## src/hdl/mlp2c_pkg.sv

```systemverilog
package mlp2c_pkg;

   // Operation codes carried in the operation field of a request beat.
   typedef enum logic [2:0] {
      OP_HIDDEN_WEIGHT = 3'd0,
      OP_HIDDEN_BIAS   = 3'd1,
      OP_OUTPUT_WEIGHT = 3'd2,
      OP_OUTPUT_BIAS   = 3'd3,
      OP_FEATURE       = 3'd4
   } op_type;

   typedef enum logic [2:0] {
      ST_IDLE,
      ST_BIAS,
      ST_MAC,
      ST_DRAIN,
      ST_FINISH
   } state_type;

   // Regions of the weight memory (top address bit).
   localparam logic WREG_HIDDEN = 1'b0;
   localparam logic WREG_OUTPUT = 1'b1;

   // Regions of the vector memory (top two address bits).
   localparam logic [1:0] VREG_HBIAS = 2'd0;
   localparam logic [1:0] VREG_OBIAS = 2'd1;
   localparam logic [1:0] VREG_FEAT  = 2'd2;
   localparam logic [1:0] VREG_ACT   = 2'd3;

   typedef struct packed {
      logic [2:0]         operation;
      logic [5:0]         row_index;
      logic [5:0]         column_index;
      logic signed [31:0] value;
      logic               last_feature;
   } req_type;

   typedef struct packed {
      logic [6:0]         predicted_class;
      logic signed [31:0] top_logit;
   } rsp_type;

   // Sequencer to datapath controls.
   typedef struct packed {
      logic issue;
      logic bias;
      logic finish;
      logic out_layer;
      logic first_row;
      logic last_row;
   } ctl_type;

endpackage

```

## src/hdl/mlp2c_ctrl.sv

```systemverilog
module mlp2c_ctrl
   import mlp2c_pkg::*;
#(
   parameter int INPUT_COUNT  = 16,
   parameter int HIDDEN_COUNT = 16,
   parameter int CLASS_COUNT  = 4,
   parameter int IW = 4,
   parameter int HW = 4,
   parameter int CW = 2,
   parameter int RW = 4,
   parameter int KW = 4,
   parameter int WW = 8,
   parameter int VW = 4
) (
   input  logic          clock,
   input  logic          reset,
   input  logic          go,
   input  logic          pipe_busy,
   output logic          busy,
   output ctl_type       ctl,
   output logic [RW-1:0] row,
   output logic [WW:0]   w_rd_addr,
   output logic [VW+1:0] v_rd_addr
);

   state_type     state_ff, state_in;
   logic [RW-1:0] row_ff, row_in;
   logic [KW-1:0] k_ff, k_in;
   logic          layer_ff, layer_in;
   logic          last_k;
   logic          last_row;

   assign last_k   = layer_ff ? (k_ff == KW'(HIDDEN_COUNT - 1))
                              : (k_ff == KW'(INPUT_COUNT - 1));
   assign last_row = layer_ff ? (row_ff == RW'(CLASS_COUNT - 1))
                              : (row_ff == RW'(HIDDEN_COUNT - 1));

   always_comb begin
      state_in = state_ff;
      case (state_ff)
         ST_IDLE: begin
            if (go) begin
               state_in = ST_BIAS;
            end
         end
         ST_BIAS: begin
            state_in = ST_MAC;
         end
         ST_MAC: begin
            if (last_k) begin
               state_in = ST_DRAIN;
            end
         end
         ST_DRAIN: begin
            if (!pipe_busy) begin
               state_in = ST_FINISH;
            end
         end
         ST_FINISH: begin
            state_in = (last_row && layer_ff) ? ST_IDLE : ST_BIAS;
         end
         default: begin
            state_in = ST_IDLE;
         end
      endcase
   end

   // Row, column and layer counters.
   always_comb begin
      row_in   = row_ff;
      k_in     = k_ff;
      layer_in = layer_ff;
      case (state_ff)
         ST_IDLE: begin
            row_in   = '0;
            layer_in = 1'b0;
         end
         ST_BIAS: begin
            k_in = '0;
         end
         ST_MAC: begin
            k_in = k_ff + KW'(1);
         end
         ST_FINISH: begin
            if (last_row) begin
               row_in   = '0;
               layer_in = 1'b1;
            end else begin
               row_in = row_ff + RW'(1);
            end
         end
         default: begin
         end
      endcase
   end

   always_comb begin
      ctl.issue     = (state_ff == ST_BIAS) || (state_ff == ST_MAC);
      ctl.bias      = (state_ff == ST_BIAS);
      ctl.finish    = (state_ff == ST_FINISH);
      ctl.out_layer = layer_ff;
      ctl.first_row = (row_ff == '0);
      ctl.last_row  = last_row;
      busy          = (state_ff != ST_IDLE);
      if (layer_ff) begin
         w_rd_addr = {WREG_OUTPUT, WW'({row_ff[CW-1:0], k_ff[HW-1:0]})};
      end else begin
         w_rd_addr = {WREG_HIDDEN, WW'({row_ff[HW-1:0], k_ff[IW-1:0]})};
      end
      if (state_ff == ST_BIAS) begin
         v_rd_addr = layer_ff ? {VREG_OBIAS, VW'(row_ff[CW-1:0])}
                              : {VREG_HBIAS, VW'(row_ff[HW-1:0])};
      end else begin
         v_rd_addr = layer_ff ? {VREG_ACT, VW'(k_ff[HW-1:0])}
                              : {VREG_FEAT, VW'(k_ff[IW-1:0])};
      end
   end

   assign row = row_ff;

   always_ff @(posedge clock) begin
      if (reset) begin
         state_ff <= ST_IDLE;
         row_ff   <= '0;
         k_ff     <= '0;
         layer_ff <= 1'b0;
      end else begin
         state_ff <= state_in;
         row_ff   <= row_in;
         k_ff     <= k_in;
         layer_ff <= layer_in;
      end
   end

endmodule

```

## config.mk

```make
export PLATFORM = sky130hd
export DESIGN_NAME = mlp2c_ctrl
export DESIGN_NICKNAME = d
export VERILOG_FILES = /design/src/hdl/mlp2c_pkg.sv /design/src/hdl/mlp2c_ctrl.sv
export SDC_FILE = /design/constraint.sdc
export NUM_CORES = 1
export LEC_CHECK = 0
export ABC_AREA = 1
export BUFFER_PORTS_ARGS = -buffer_cell sky130_fd_sc_hd__buf_2
export CAP_MARGIN = 25
export CORE_MARGIN = 5
export CORE_UTILIZATION = 45
export DETAILED_ROUTE_END_ITERATION = 10
export PLACE_DENSITY = 0.73
export SKIP_CTS_REPAIR_TIMING = 1
export SLEW_MARGIN = 20
export SYNTH_ARGS = -nofsm -noshare
export SYNTH_HDL_FRONTEND = slang
export SYNTH_SLANG_ARGS = --single-unit
export TNS_END_PERCENT = 5
```

## constraint.sdc

```tcl
create_clock -name clock -period 2 [get_ports clock]
set_clock_uncertainty 0.15 [all_clocks]
set_input_delay 0.2 -clock clock [delete_from_list [all_inputs] [get_ports clock]]
set_output_delay 0.2 -clock clock [all_outputs]
set_load 0.01 [all_outputs]
```

# Word level (Yosys, flattened, before mapping)
# Index checks and enable logic that the tools add are counted.
[totals] inputBits=4 out_inout_bits=26 regBits=12
[op_classes] muxes=15 reduce_logical=9 eq_ne=11 addsub=2
[op_table] op="4-bit one-hot mux with 2 select lines" count=2
[op_table] op="3-bit one-hot mux with 5 select lines" count=1
[op_table] op="5-bit 2-to-1 mux" count=2
[op_table] op="3-bit 2-to-1 mux" count=3
[op_table] op="9-bit 2-to-1 mux" count=1
[op_table] op="4-bit by 1-bit adder with 4-bit output, second input constant" count=2
[op_table] op="4-bit == test, second input constant" count=2
[op_table] op="3-bit by 2-bit == test with 1-bit output, second input constant" count=2
[op_table] op="6-bit 2-to-1 mux" count=1
[op_table] op="2-bit inequality test, second input constant" count=3
[op_table] op="4-bit by 2-bit == test with 1-bit output, second input constant" count=1
[op_table] op="4-bit logical NOT" count=1
[op_table] op="4-bit 2-to-1 mux" count=1
[op_table] op="2-bit nonzero test" count=2
[op_table] op="3-bit by 1-bit == test with 1-bit output, second input constant" count=1
[op_table] op="3-bit == test, second input constant" count=1
[op_table] op="3-bit logical NOT" count=1
[op_table] op="1-bit 2-to-1 mux" count=3
[op_table] op="3-bit AND reduction" count=1
[op_table] op="3-bit nonzero test" count=1
[op_table] op="2-bit by 1-bit inequality test with 1-bit output, second input constant" count=1
[op_table] op="1-bit one-hot mux with 2 select lines" count=1
[op_table] op="2-bit AND reduction" count=1
[op_table] op="1-bit logical AND" count=1
[op_table] op="1-bit logical OR" count=1

# Longest topological paths before layout
[logic_depth] word_depth=5 ltp_mapped=8 ltp_nobuf=8

# Worst setup path before layout
# No wires, ideal clock.
[synth_timing] kind="reg-to-output" start="reg layer_ff" end="out ctl[0] in the netlist's numbering" required_time_ps=1650 arrival_time_ps=1196 stages_incl_launch_ff=5 path_slack_ps=454 cell_sequence="dfxtp_1 -> inv_1 -> ha_1 -> nor3_2 -> buf_4"
[synth_between] elab_chain_cells=1
[synth_rtl] item="start: declaration" line="mlp2c_ctrl.sv:29" rtl="logic layer_ff, layer_in;"
[synth_rtl] item="start signal: assignment" line="mlp2c_ctrl.sv:131" rtl="layer_ff <= layer_in;"
[synth_rtl] item="1-bit 2-to-1 mux" line="mlp2c_ctrl.sv:35" rtl="assign last_row = layer_ff ? (row_ff == RW'(CLASS_COUNT - 1))"
[synth_rtl] item="end: declaration" line="mlp2c_ctrl.sv:20" rtl="output ctl_type ctl,"
# Every way passes these cells.

==> metrics <==
Largest delay share family, worst path=flip-flops; setup TNS=0 ns; synth top area cells=dfxtp_1 (29%), nand2_1 (11%), ha_1 (7.5%); worst-path cell chain=inv_1, ha_1, nor3_4, buf_2; Area Overhead vs Synth=17.59%; slowest stage delay, CP=0.38 ns; Avg Cell Area, Syn=7.300 um2; Pwr Total=829.8 uW; DIE HEIGHT=53.20 um; final setup fails=0; hold_ws=0.02595 ns; post-synthesis compound-gate area fraction=under 10%; htree depth=1; routed via count=about 800; Worst setup SP type=flip-flop; Antenna Cells=0; IO Port Bufs=29; Initial DRC Count=25; Seq/Total Area, Yosys=28.61%; Yosys cell types=23; net count after synthesis=between 100 and 150; critical path arrival=1.51 ns; die extent in x=53.20 um; drt total wl=1996 um; Max-slew headroom=75.51%; Max-Cap Viols=0; Power Density=840.6 mW/mm2; cell depth of the worst hold path=2; Post-Synth Simple-Gate Area=38.60%; crit path buf inv count=2; remaining antenna violation count after routing=0; min cycle time layout=1.864 ns; cts bufs inserted=3; Worst setup EP type=output pin; flops & latches, synth=12; unrepaired setup endpoints after global routing=false; HPWL Detailed=1462 um; vias in the first global route=just under 800; mux contribution to synthesized area=0%; Yosys warning count=0; largest net degree at the start of global routing=10; clock root buffer=clkbuf_4; ratio of cells with drive above 1 in the final layout=around a third; fill cell count=171; die area=0.002830 mm2; Syn Inst Count=115; Worst R2R Path Depth=8; clock tree buffer depth=2; reg2reg setup slack=0.48 ns; CTS Sinks=12; DRC viols=0; crit path max-delay cell type=dfxtp_1; core box area=0.001745 mm2; gr usage total=16.38%; status=completed; fmax=536.4 MHz; drt via density=4.970; CTS clk-pin slew, worst paths=0.09 ns; critical path depth=4; Synth Area in Adders=7.452%; initial antenna violation count=0; Worst Setup Path Type=flip-flop to output pin; Final Hold Viols=0; num rows=15; Pleak=0.0005292 uW; Worst EP required=1.65 ns; Yosys top cell area share=28.61%; Final GP Congestion=0.8344; Worst VDD drop=0.0005204 V; final period utilization=93.21%; largest family of logic cells by synthesized area=simple AND/OR/NAND/NOR gates; 1st-pass router iterations=4; worst hold path type=input port to flip-flop; first-pass GRT wire length=3360 um; initial core utilization=48.10%; Remaining Overflow, GRT=0; routed length per instance=12.17 um; Ports=30; area leader, netlist=dfxtp_1; mapped cell area=839.6 um2; post-synthesis xor/xnor area fraction=under 10%; CTS tree=done; CP max FO=5; Least-Margin Pin Slew=between 0.3 and 0.4 ns; Max Slew Vio Count=0; insertion delay to the later sink of the worst-skew pair=0.28 ns; Nets=149
[layer usage]
layer  global-route usage, %  routed length [um]  up-vias
met5                       0                   0        -
met4                   8.936                  61        0
met3                   3.662                 152        9
met2                   27.07                 938       34
met1                   19.42                 843      358
li1                        -                   -      414
[through the flow]
stage,setup slack [ns],std cells,cell area (um2),utilization (%)
floorplan,0.4539,115,839.6,-
global placement,0.4282,160,944.7,54.12
detailed placement,0.3794,160,944.7,54.12
CTS,0.06689,164,980.9,56.20
global route,0.02978,164,987.2,56.56
finish,0.1357,164,987.2,56.56
[state kept, by name, summed over array words and instances, names as in the netlist]
| name | count |
|---|---|
| k_ff | 4 |
| row | 4 |
| state_ff | 3 |
| layer_ff | 1 |
[path summary, 6_finish.rpt]
check / start / endpoint
max: layer_ff$_SDFFE_PP0P_ / ctl[0]
min: reset / k_ff[2]$_SDFFE_PP0P_
max reg2reg: layer_ff$_SDFFE_PP0P_ / state_ff[0]$_SDFFE_PP0P_
min reg2reg: k_ff[1]$_SDFFE_PP0P_ / k_ff[1]$_SDFFE_PP0P_
[layout by cell type, fill, tap and decap left out]
master    instances
nor2_1            6
clkbuf_8          1
nand2_1          24
nand3_2           2
ha_1              5
xor2_1            1
nor2_2            3
nor2_4            2
o21ai_1           6
buf_2            29
dfxtp_1          12
inv_4             1
or2_2             1
clkbuf_4          3
nor3_2            1
nor3_4            1
nand4_1           4
nor3b_2           1
a21oi_1           7
nand2_4           3
nand3_1           9
nor3b_1           1
inv_1            14
inv_2             1
o21ai_0           1
[where the power goes]
part,internal (uW),total [uW],switching (uW)
logic,113,312,199
registers,264,310,45.9
clock network,111,208,97.5
total,487,830,342
[cell families after synthesis]
group | Yosys count
AO/OA/AOI/OAI | 14
AND/OR/NAND/NOR | 58
XOR/XNOR | 1
flip-flops | 12
buffers and inverters | 25
adder cells (fa/ha/maj) | 5
[worst register-to-register path, delay by kind of cell (launching register included)]
family | cells | cell delay [ns]
DFF | 1 | 0.38
adders and majority gates | 1 | 0.32
and+or+nand+nor | 6 | 0.48
buffers and inverters | 1 | 0.09
[cell usage after synthesis, drive strengths merged]
cell type and n:
a21oi 7, buf 9, dfxtp 12, ha 5, inv 16, nand2 27, nand3 11, nand4 4
nor2 11, nor3 2, nor3b 2, o21ai 7, or2 1, xor2 1
[final cells by class]
| cell class | count | area, um2 | area share [%] |
|---|---|---|---|
| sequential | 12 | 240.2 | 24.33 |
| inverter | 16 | 62.56 | 6.337 |
| multi-input combinational | 78 | 471.7 | 47.78 |
| clock buffer | 4 | 36.28 | 3.676 |
| tap | 25 | 31.28 | 3.169 |
| timing repair buffer | 29 | 145.1 | 14.70 |
(Power assumes the default switching activity.)
