==> config.mk <==
export PLATFORM = sky130hd
export DESIGN_NAME = mlp2c_datapath
export DESIGN_NICKNAME = d
export VERILOG_FILES = /design/src/hdl/mlp2c_pkg.sv /design/src/hdl/mlp2c_datapath.sv
export SDC_FILE = /design/constraint.sdc
export NUM_CORES = 1
export LEC_CHECK = 0
export BUFFER_PORTS_ARGS = -buffer_cell sky130_fd_sc_hd__buf_2
export CAP_MARGIN = 20
export CELL_PAD_IN_SITES_DETAIL_PLACEMENT = 0
export CELL_PAD_IN_SITES_GLOBAL_PLACEMENT = 1
export CORE_ASPECT_RATIO = 0.8
export CORE_MARGIN = 8
export CORE_UTILIZATION = 50
export CTS_CLUSTER_DIAMETER = 30
export CTS_CLUSTER_SIZE = 10
export DETAILED_ROUTE_END_ITERATION = 6
export PLACE_DENSITY_LB_ADDON = 0.1
export SYNTH_ARGS = -nofsm -noshare
export SYNTH_HDL_FRONTEND = slang
export SYNTH_SLANG_ARGS = --single-unit
==> constraint.sdc <==
create_clock -name clock -period 8.6 [get_ports clock]
set_input_delay 0.43 -clock clock [delete_from_list [all_inputs] [get_ports clock]]
set_output_delay 0.43 -clock clock [all_outputs]
set_load 0.005 [all_outputs]
==> src/hdl/mlp2c_pkg.sv <==
package mlp2c_pkg;

   // Operation codes carried in the operation field of a request beat.
   typedef enum logic [2:0] {
      OP_HIDDEN_WEIGHT = 3'd0,
      OP_HIDDEN_BIAS   = 3'd1,
      OP_OUTPUT_WEIGHT = 3'd2,
      OP_OUTPUT_BIAS   = 3'd3,
      OP_FEATURE       = 3'd4
   } op_type;

   typedef enum logic [2:0] {
      ST_IDLE,
      ST_BIAS,
      ST_MAC,
      ST_DRAIN,
      ST_FINISH
   } state_type;

   // Regions of the weight memory (top address bit).
   localparam logic WREG_HIDDEN = 1'b0;
   localparam logic WREG_OUTPUT = 1'b1;

   // Regions of the vector memory (top two address bits).
   localparam logic [1:0] VREG_HBIAS = 2'd0;
   localparam logic [1:0] VREG_OBIAS = 2'd1;
   localparam logic [1:0] VREG_FEAT  = 2'd2;
   localparam logic [1:0] VREG_ACT   = 2'd3;

   typedef struct packed {
      logic [2:0]         operation;
      logic [5:0]         row_index;
      logic [5:0]         column_index;
      logic signed [31:0] value;
      logic               last_feature;
   } req_type;

   typedef struct packed {
      logic [6:0]         predicted_class;
      logic signed [31:0] top_logit;
   } rsp_type;

   // Sequencer to datapath controls.
   typedef struct packed {
      logic issue;
      logic bias;
      logic finish;
      logic out_layer;
      logic first_row;
      logic last_row;
   } ctl_type;

endpackage

==> src/hdl/mlp2c_datapath.sv <==
module mlp2c_datapath
   import mlp2c_pkg::*;
#(
   parameter int RW = 4
) (
   input  logic          clock,
   input  logic          reset,
   input  ctl_type       ctl,
   input  logic [RW-1:0] row,
   input  logic [31:0]   w_rd_data,
   input  logic [31:0]   v_rd_data,
   output logic          pipe_busy,
   output logic [31:0]   act_data,
   output logic          rsp_valid,
   output rsp_type       rsp_data
);

   logic        vld1_ff, bias1_ff;
   logic        vld2_ff, first2_ff;
   logic [31:0] term_ff, term_in;
   logic [31:0] acc_ff, acc_in;
   logic [31:0] prod_lo;
   logic [31:0] best_ff;
   logic [6:0]  best_cls_ff;
   logic        take;
   logic [31:0] win_logit;
   logic [6:0]  win_cls;
   logic        rsp_valid_ff, rsp_valid_in;
   rsp_type     rsp_ff;

   // Low word of the product equals the wrapped two's complement product.
   assign prod_lo = 32'(w_rd_data * v_rd_data);
   assign term_in = bias1_ff ? v_rd_data : prod_lo;
   assign acc_in  = first2_ff ? term_ff : acc_ff + term_ff;

   assign pipe_busy = vld1_ff || vld2_ff;
   assign act_data  = acc_ff[31] ? 32'd0 : acc_ff;

   assign take      = ctl.first_row || ($signed(acc_ff) > $signed(best_ff));
   assign win_logit = take ? acc_ff : best_ff;
   assign win_cls   = take ? (7'(row) + 7'd1) : best_cls_ff;

   assign rsp_valid_in = ctl.finish && ctl.out_layer && ctl.last_row;

   always_ff @(posedge clock) begin
      if (reset) begin
         vld1_ff      <= 1'b0;
         vld2_ff      <= 1'b0;
         rsp_valid_ff <= 1'b0;
      end else begin
         vld1_ff      <= ctl.issue;
         vld2_ff      <= vld1_ff;
         rsp_valid_ff <= rsp_valid_in;
      end
   end

   always_ff @(posedge clock) begin
      bias1_ff  <= ctl.bias;
      first2_ff <= bias1_ff;
      term_ff   <= term_in;
      if (vld2_ff) begin
         acc_ff <= acc_in;
      end
      if (ctl.finish && ctl.out_layer) begin
         best_ff     <= win_logit;
         best_cls_ff <= win_cls;
      end
      if (rsp_valid_in) begin
         rsp_ff.predicted_class <= win_cls;
         rsp_ff.top_logit       <= win_logit;
      end
   end

   assign rsp_valid = rsp_valid_ff;
   assign rsp_data  = rsp_ff;

endmodule

-- Word level (Yosys, flattened, before mapping)
Index checks and enable logic that the tools add are counted.
- bits in registers: 147
- input port bits: 76
- output and inout bits: 73
- logic and storage cells: 24
- add/subtract/negate cells: 2
- $mul: 1
- $lt $le $gt $ge: 1
- muxes and demuxes: 5
- reductions and logical operators: 4
- operators with widths (operator ; number):
    two-way mux 32 bit ; 3
    adder 32 bit ; 1
    greater-than comparator 32 bit ; 1
    multiplier 32 x 32 -> 32 bit ; 1
    two-way mux 31 bit ; 1
    two-way mux 7 bit ; 1
    adder 4 x 1 -> 5 bit, second input constant ; 1
    logical AND 1 bit ; 2
    logical OR 1 bit ; 2

-- Longest topological paths before layout
Gate-level depths: netlist of run 1.
- depth in word-level cells: 3
- gate-level depth with buffers: 28
- gate-level depth less buffers: 26

-- Worst setup path before layout of run 1
OpenSTA, ideal clock, no wires.
- path kind: input-to-reg
- start: in v_rd_data[3]
- end: reg term_ff[29]
- library setup time: 127 ps
- data arrival time: 6920 ps
- required time: 8473 ps
- path slack: 1553 ps
- cell stages on the path: 25
- path buffers: 2
- cells stage by stage: clkbuf_1 clkbuf_1 and2_1 fa_1 inv_1 fa_1 fa_1 fa_1 inv_1 fa_1 inv_1 fa_1 inv_1 fa_1 fa_1 ha_1 and3_1 a311o_1 a31o_1 a21o_1 a31oi_1 o21bai_1 a21oi_1 xor2_1 o21ai_1
- longest elaborated chain between the ends: 2
- ends and longest elaborated chain (item ; RTL line ; source):
    start, declared ; mlp2c_datapath.sv:11 ; input logic [31:0] v_rd_data,
    multiplier 32 x 32 -> 32 bit ; mlp2c_datapath.sv:32 ; assign prod_lo = 32'(w_rd_data * v_rd_data);
    two-way mux 32 bit ; mlp2c_datapath.sv:33 ; assign term_in = bias1_ff ? v_rd_data : prod_lo;
    named net term_in[29] ; mlp2c_datapath.sv:20 ; logic [31:0] term_ff, term_in;
    end signal, assigned ; mlp2c_datapath.sv:60 ; term_ff <= term_in;
    end, declared ; mlp2c_datapath.sv:20 ;
The timed path passes the listed nets, and every way through them passes these cells.
A chain may end at the register's enable or synchronous reset.

-- Worst setup path after layout of run 1
- start: in w_rd_data[9]
- end: reg term_ff[29]
- longest elaborated chain between the ends: 2
- ends and longest elaborated chain (item ; RTL line ; source):
    start, declared ; mlp2c_datapath.sv:10 ; input logic [31:0] w_rd_data,
    multiplier 32 x 32 -> 32 bit ; mlp2c_datapath.sv:32 ;
    two-way mux 32 bit ; mlp2c_datapath.sv:33 ;
    named net term_in[29] ; mlp2c_datapath.sv:20 ;
The timed path passes the listed nets, and every way through them passes these cells.

==> metrics.csv, run 1 <==
metric;value;unit
Die ar.;0.05380;sq mm
Finished Cell Area;0.02508;sq mm
crit path max fanout;23;
vias in the first global route;18780;
Die Ht;209.1;microns
mux cell area share after synthesis;0.004296;
crit path max-delay cell type;fa_1;
DRT Pass-1 Iters;5;
predominant post-synthesis flop cell;edfxtp_1;
cell area after placement;0.02446;sq mm
gr usage total;0.2533;
synth cell count leaders;inv_1 (419), fa_1 (409), nand2_1 (327);
most common cell in the netlist;inv_1;
hpwl dp;50970;microns
post-DR wirelength/cell;20.80;microns
Worst-path clk slew;60;ps
FF+latch count, synth;147;
Max Freq;139.1;MHz
clock tree root driver cell;clkbuf_16;
RSZ-0062 raised after global routing;no;
area grow syn2layout;7.669;%
GPL Wtd Cong;0.8731;
CTS tree;built;
Max transition margin;0.3237;
synth unique cells;60;
reg-to-reg endpoint;rsp_data[0];
Critical Path Start Type;input pin;
register area share after synthesis;0.1736;
hold_sp;ctl[4];
clk_lat worst skew;430;ps
max incr delay on CP;540;ps
critical path class;in -> reg;
num ports;149;
Worst path depth;25;
Reg2Reg Depth;9;
layout cells sized above 1;0.08548;
XOR/XNOR Fraction of Synth Area;0.04286;
required time of the critical path;8890;ps
Avg Synthesized Cell Area;9.509;sq um
complex-gate fraction of the synthesized area;0.06982;
r2r startpoint;acc_ff[31];
Clock Tree Buf Depth;2;
Mapped Cells;2450;
Post-synth ARST share;0;
register area;0.004046;sq mm
max-cap violations;0;
TritonCTS Sinks;147;
Setup Viol. Count Final;0;
top cell type's share of synthesized area;0.3515;
via/cell ratio;5.353;
setup bufs post-CTS;0;
status;finished, final reports clean;
main combinational cell family by area after synthesis;adder cells;
Simple-Gate Fraction of Synth Area;0.1712;
HP Class;in -> reg;
Synthesis Warnings;0;
Core Area;0.04589;sq mm
H-tree Lvls;4;
Synth area leaders;fa_1 (35%), edfxtp_1 (14%), ha_1 (10%);
Max Transition Viols Final;0;
DRC;0;
Die Width;257.3;microns
mapped cell area;0.02330;sq mm
Initial Utilization;0.5076;
grt total ovfl;0;
area of the multi-input gates;0.01726;sq mm
Synth area leader;fa_1;
post-CTS resize count;0;
Synth Area in Adders;0.4519;
Tightest Pin Transition;1015;ps
I/O Buffers;147;
Syn Nets;3122;
critical path's top delay family;adder cells;
CTS buffer count;17;
Layout fillers;4251;
Reg2Reg Setup Slack;4700;ps
CP endpoint kind;flop;
wirelength, routed;65360;microns
Top cell by count, worst path;fa_1;
NumNets Final;3186;
first-pass GRT wire length;107100;microns
Worst Path Arrival;7480;ps
Iter 0 DRT Violations;1199;
CP bufs+invs;6;
# rows;70;
post-cts hold buffer count;0;
min cycle time layout;7187;ps
final worst-path cycle share;0.8357;
final hold vios;0;
clk_skew;6.994;ps
pin count of the biggest net entering global routing;75;
DRT antenna net count;0;
initial antenna violation count;4;
hold endpoint;bias1_ff;
hold path depth;1;
final setup TNS;0;ps
number of synthesized flops with an enable pin;110;
vias;16820;
[flip-flops by register name, indices dropped and copies added, names as in the netlist]
| name | flops |
|---|---|
| acc_ff | 32 |
| rsp_valid | 1 |
| best_cls_ff | 7 |
| term_ff | 32 |
| rsp_data | 39 |
| first2_ff | 1 |
| bias1_ff | 1 |
| vld2_ff | 1 |
| best_ff | 32 |
| vld1_ff | 1 |
[per-stage QoR]
| step | setup WS (ps) | cells | utilization | hold WS (ps) |
|---|---|---|---|---|
| CTS | 1427 | 3138 | 0.5459 | 87.21 |
| finish | 1413 | 3143 | 0.5466 | 103.1 |
| global route | 1018 | 3141 | 0.5465 | 87.02 |
| detailed placement | 1004 | 3106 | 0.5330 | 452.8 |
| floorplan | 1553 | 2450 | - | 329.0 |
| global placement | 1080 | 3106 | 0.5330 | 442.1 |
[layer usage]
| metal | GRT usage | up-vias | share of wire |
|---|---|---|---|
| li1 | - | 7700 | - |
| met4 | 0.06122 | 2 | 0.023 |
| met1 | 0.3539 | 8518 | 0.45 |
| met5 | 0 | - | 0.00018 |
| met3 | 0.03709 | 93 | 0.061 |
| met2 | 0.4141 | 511 | 0.47 |
[layout make-up]
cell class | count | share of cell area
antenna | 4 | 0.0003990
clock buffer | 17 | 0.01696
clock inverter | 15 | 0.006734
inverter | 419 | 0.06270
multi-input combinational | 1771 | 0.6882
sequential | 147 | 0.1613
tap | 612 | 0.03053
timing repair buffer | 158 | 0.03312
[cell usage in the layout, fill, tap and decap left out, types with 32 or more instances in the layout]
master | Yosys | final
nand2_1 | 327 | 327
xnor2_1 | 75 | 75
inv_1 | 419 | 419
buf_2 | 7 | 147
dfxtp_1 | 37 | 35
xor2_1 | 39 | 39
ha_1 | 187 | 187
edfxtp_1 | 110 | 110
o21ai_0 | 110 | 110
nor2b_1 | 43 | 43
nor2_1 | 36 | 36
a21oi_1 | 54 | 54
a21o_1 | 32 | 32
fa_1 | 409 | 409
and2_1 | 314 | 313
[kinds of logic after synthesis]
group / count (synthesis)
AOI/OAI and AO/OA: 267
muxes: 9
other: 1
adders and majority gates: 596
and+or+nand+nor: 784
DFF: 147
xor gates and xnor gates: 114
buffers and inverters: 532
[worst max-delay path by stage]
stage / start / to / slack [ps]
global route: v_rd_data[8] / term_ff[29] / 1020
CTS: v_rd_data[3] / term_ff[29] / 1430
floorplan: v_rd_data[3] / term_ff[29] / 1550
finish: w_rd_data[9] / term_ff[29] / 1410
global placement: v_rd_data[8] / term_ff[29] / 1080
detailed placement: v_rd_data[3] / term_ff[29] / 1000
Power of run 1 is left out: the tool's default activity adds up to more than one toggle a clock period on the data nets, which glitch-free logic cannot reach.
==> run 2: changes to the inputs <==
Clock period 8.6 ns to 6.8 ns, I/O delays scaled along.
==> run 2 against run 1 <==
Against the previous run: wire length decreased by 2.5%; core utilization grew 2.3 points; clock skew up 3.2 ps; die area unchanged; flip-flop and latch count did not move; count of clock-buffer cells in the layout unchanged; critical path type unchanged; largest cell class unchanged.
==> metrics.csv, run 2 (same netlist as run 1, synthesis figures left out) <==
metric;value;unit
status;finished, final reports clean;
gr usage total;0.2452;
Worst-path clk slew;70;ps
fin util;0.5694;
critical path's top delay family;adder cells;
DRT antenna net count;0;
max incr delay on CP;600;ps
first-pass GRT wire length;104300;microns
cell area after placement;0.02545;sq mm
routed wl met3;4080;microns
Metal-1 WL;29220;microns
clk_lat worst skew;440;ps
crit path max fanout;5;
CTS tree;built;
vias;17180;
HP Class;in -> reg;
Max Freq;153.0;MHz
# rows;70;
fin cells;3264;
Critical Path Start Type;input pin;
Iter 0 DRT Violations;1112;
DRC;0;
Die Ht;209.1;microns
CP cell instances;buf_2 > buf_4 > and2_1 > fa_2 > fa_2 > fa_1 > inv_1 > fa_1 > inv_1 > fa_1 > fa_1 > fa_1 > fa_1 > ha_4 > and3_4 > a311o_1 > a31o_1 > a21o_1 > a31oi_2 > o21bai_1 > a21oi_1 > xor2_1 > o21ai_1;
Core Area;0.04589;sq mm
Worst Path Arrival;6860;ps
hpwl dp;53680;microns
critical path class;in -> reg;
vias in the first global route;18550;
Initial Utilization;0.5076;
via/cell ratio;5.265;
H-tree Lvls;4;
Top cell by count, worst path;fa_1;
Max Transition Viols Final;0;
required time of the critical path;7120;ps
clock tree root driver cell;clkbuf_16;
max FFs per register;39;
area grow syn2layout;12.16;%
GPL Wtd Cong;0.9121;
Tightest Pin Transition;1057;ps
wirelength, routed;63740;microns
post-DR wirelength/cell;19.53;microns
grt total ovfl;0;
Die ar.;0.05380;sq mm
initial antenna violation count;4;
Placed Cells incl. Taps;3227;
Setup Viol. Count Final;0;
I/O Buffers;147;
CTS buffer count;17;
min cycle time layout;6538;ps
most frequent cells in the layout;inv_1 (419), fa_1 (404), nand2_1 (327);
pin count of the biggest net entering global routing;75;
most common cell after layout, fill and taps aside;inv_1;
Die Width;257.3;microns
crit path max-delay cell type;fa_2;
CP endpoint kind;flop;
Finished Cell Area;0.02613;sq mm
Max transition margin;0.2952;
DR top layer;met4;
final worst-path cycle share;0.9614;
Clock Tree Buf Depth;2;
layout cells sized above 1;0.1313;
Detail Route met2 WL;29670;microns
max-cap violations;0;
CP bufs+invs;4;
DRT Pass-1 Iters;5;
clk_skew;10.19;ps
TritonCTS Sinks;147;
num ports;149;
final hold vios;0;
NumNets Final;3309;
-- run 2: cell types whose count changed in the layout (fill, tap and decap cells not counted), moves of 2 or more --
cell / change
diode_2: -2
ha_4: +3
fa_2: +5
fa_1: -5
buf_6: +3
buf_2: -3
buf_4: +117
buf_12: +5
ha_1: -3
-- run 2: area by class of cell --
class	instances	area, sq um
Sequential cell	147	4046
Timing Repair Buffer	281	1838
Multi-Input combinational cell	1771	17330
Tap cell	612	765.7
Inverter	419	1573
Antenna cell	2	5.005
Clock inverter	15	143.9
Fill cell	4237	19760
Clock buffer	17	425.4
-- run 2: repair_timing --
| action | CTS | global route |
|---|---|---|
| buffers inserted | 0 | 1 |
| gates resized for setup | 0 | 19 |
| hold buffers | 1 | 0 |
| setup endpoints to repair | 0 | 4 |
| hold endpoints to repair | 1 | 0 |
-- run 2: stage by stage --
| step | setup WS (ps) | hold slack (ps) | TNS, ps |
|---|---|---|---|
| 3_5_place_dp | -291.1 | 445.5 | -1923 |
| 4_1_cts | 136.0 | 72.22 | 0 |
| 6_report | 262.4 | 84.84 | 0 |
| 3_3_place_gp | -269.7 | 437.2 | -1642 |
| 2_1_floorplan | 10.98 | 329.0 | 0 |
| 5_1_grt | -5.399 | 74.37 | -5.399 |
-- run 2: final timing paths --
kind,start,slack [ps],cells after the start,end
setup / recovery,w_rd_data[12],260,23,term_ff[29]
hold / removal,reset,80,2,vld1_ff
setup reg to reg,acc_ff[31],2700,9,best_cls_ff[1]
hold reg to reg,vld1_ff,460,1,vld2_ff
-- run 2: worst reg2reg max path, cell delays in order (launching register included) --
cell	delay (ps)
edfxtp_1	350
buf_4	260
ha_1	400
nand4_1	130
nor4_1	810
nand2_1	200
o21bai_1	340
a311oi_4	330
buf_4	590
mux2_2	440
-- run 2: routing by layer --
layer  vias up  GRT usage
met5         -          0
met1      8758     0.3517
met3        55    0.03890
met4         0    0.03758
li1       7924          -
met2       447     0.3981
Power of run 2 is left out for the same reason.
==> run 3: changes to the inputs <==
Settings changed: SETUP_SLACK_MARGIN set to 0.4.
==> run 3 against run 2 <==
Against the previous run: die area unchanged; register-to-register slack better by 20 ps; flip-flop and latch count unchanged; count of clock-buffer cells in the layout is the same; global-route usage rose by 0.26 points; core utilization up 0.29 points; clock skew increased by 2.6 ps.
==> metrics.csv, run 3 (same netlist as run 1, synthesis figures left out) <==
metric;value;unit
r2r startpoint;acc_ff[31];
initial antenna violation count;7;
vias in the first global route;19100;
CTS tree;built;
wirelength, routed;64220;microns
final worst-path cycle share;0.9472;
max FFs per register;39;
GPL Wtd Cong;0.9221;
Tightest Pin Transition;1103;ps
H-tree Lvls;4;
TritonCTS Sinks;147;
via/cell ratio;5.263;
Die ar.;0.05380;sq mm
Iter 0 DRT Violations;1056;
clock tree root driver cell;clkbuf_16;
most frequent cells in the layout;inv_1 (415), fa_1 (405), nand2_1 (326);
# rows;70;
I/O Buffers;147;
hpwl dp;53720;microns
Clock Tree Buf Depth;2;
Critical Path Start Type;input pin;
max-cap violations;0;
required time of the critical path;7100;ps
gr usage total;0.2479;
clk_lat worst skew;430;ps
most common cell after layout, fill and taps aside;inv_1;
hold_sp;reset;
grt total ovfl;0;
area grow syn2layout;12.73;%
Die Ht;209.1;microns
min cycle time layout;6441;ps
first-pass GRT wire length;105700;microns
Initial Utilization;0.5076;
critical path class;in -> reg;
final setup TNS;0;ps
NumNets Final;3301;
layout cells sized above 1;0.1385;
status;finished, final reports clean;
num ports;149;
RSZ-0062 raised after global routing;yes;
DRT antenna net count;0;
Max Freq;155.2;MHz
clk_skew;12.74;ps
Max transition margin;0.2552;
DRC;0;
Setup crit start;v_rd_data[2];
Worst Path Arrival;6740;ps
Die Width;257.3;microns
CTS buffer count;17;
DRT Pass-1 Iters;5;
Worst-path clk slew;70;ps
CP endpoint kind;flop;
final hold vios;0;
Max Transition Viols Final;0;
Core Area;0.04589;sq mm
pin count of the biggest net entering global routing;75;
vias;17150;
crit path max fanout;13;
HP Class;in -> reg;
Setup Viol. Count Final;0;
post-DR wirelength/cell;19.70;microns
==> run 3: changes by cell type in the layout (fill, tap and decap cells not counted), sizes merged <==
cell,before,now
clkbuf,17,18
clkinv,3,4
buf,280,271
inv,427,430
bufinv,1,0
clkinvlp,3,0
diode,2,5
==> run 3: stage by stage <==
step	cells	util	hold WS (ps)	cell area [sq um]	worst slack (ps)
finish	3259	0.5723	91.76	26260	358.8
global placement	3220	0.5542	436.8	25430	-162.2
global route	3258	0.5722	78.32	26260	114.9
detailed placement	3220	0.5542	443.6	25430	-262.7
floorplan	2450	-	329.0	23380	105.6
CTS	3253	0.5690	75.58	26120	308.8
==> run 3: final timing paths <==
kind / slack [ps] / endpoint / depth (start not counted)
max: 360 / term_ff[29] / 25
min: 90 / rsp_valid / 2
max reg2reg: 2720 / best_ff[0] / 9
min reg2reg: 460 / vld2_ff / 1
==> run 3: per-layer routing <==
metal	global-route usage	up-vias	routed length (microns)
met5	0	-	0
met4	0.06315	0	1452
met3	0.03565	85	3374
met2	0.4018	432	29960
met1	0.3483	8709	29430
li1	-	7926	-
==> run 3: critical path, cell delays in order <==
cell and delay (ps):
buf_12 130, and2_4 140, fa_1 540, inv_2 40, fa_1 540, fa_1 460, fa_1 530, inv_2 40
fa_1 500, inv_2 40, fa_1 470, inv_1 50, fa_1 480, fa_1 580, ha_4 230, a21oi_2 130
o21ai_1 70, a311o_1 260, a31o_1 240, a21o_1 230, a31oi_4 190, o21bai_1 100, a21oi_1 160, xor2_1 170
o21ai_1 70
==> run 3: area by class of cell <==
cell class / count / area, sq um
Multi-Input combinational cell: 1771 / 17430
Inverter: 419 / 1573
Clock buffer: 17 / 425.4
Antenna cell: 5 / 12.51
Clock inverter: 15 / 171.4
Fill cell: 4197 / 19630
Sequential cell: 147 / 4046
Tap cell: 612 / 765.7
Timing Repair Buffer: 273 / 1842
==> run 3: timing repair <==
action,CTS,global route
pin swaps,17,26
hold endpoints to repair,1,0
hold buffers,1,0
gates resized for setup,25,32
buffers inserted,0,1
setup endpoints to repair,8,12
Power of run 3 is left out for the same reason.
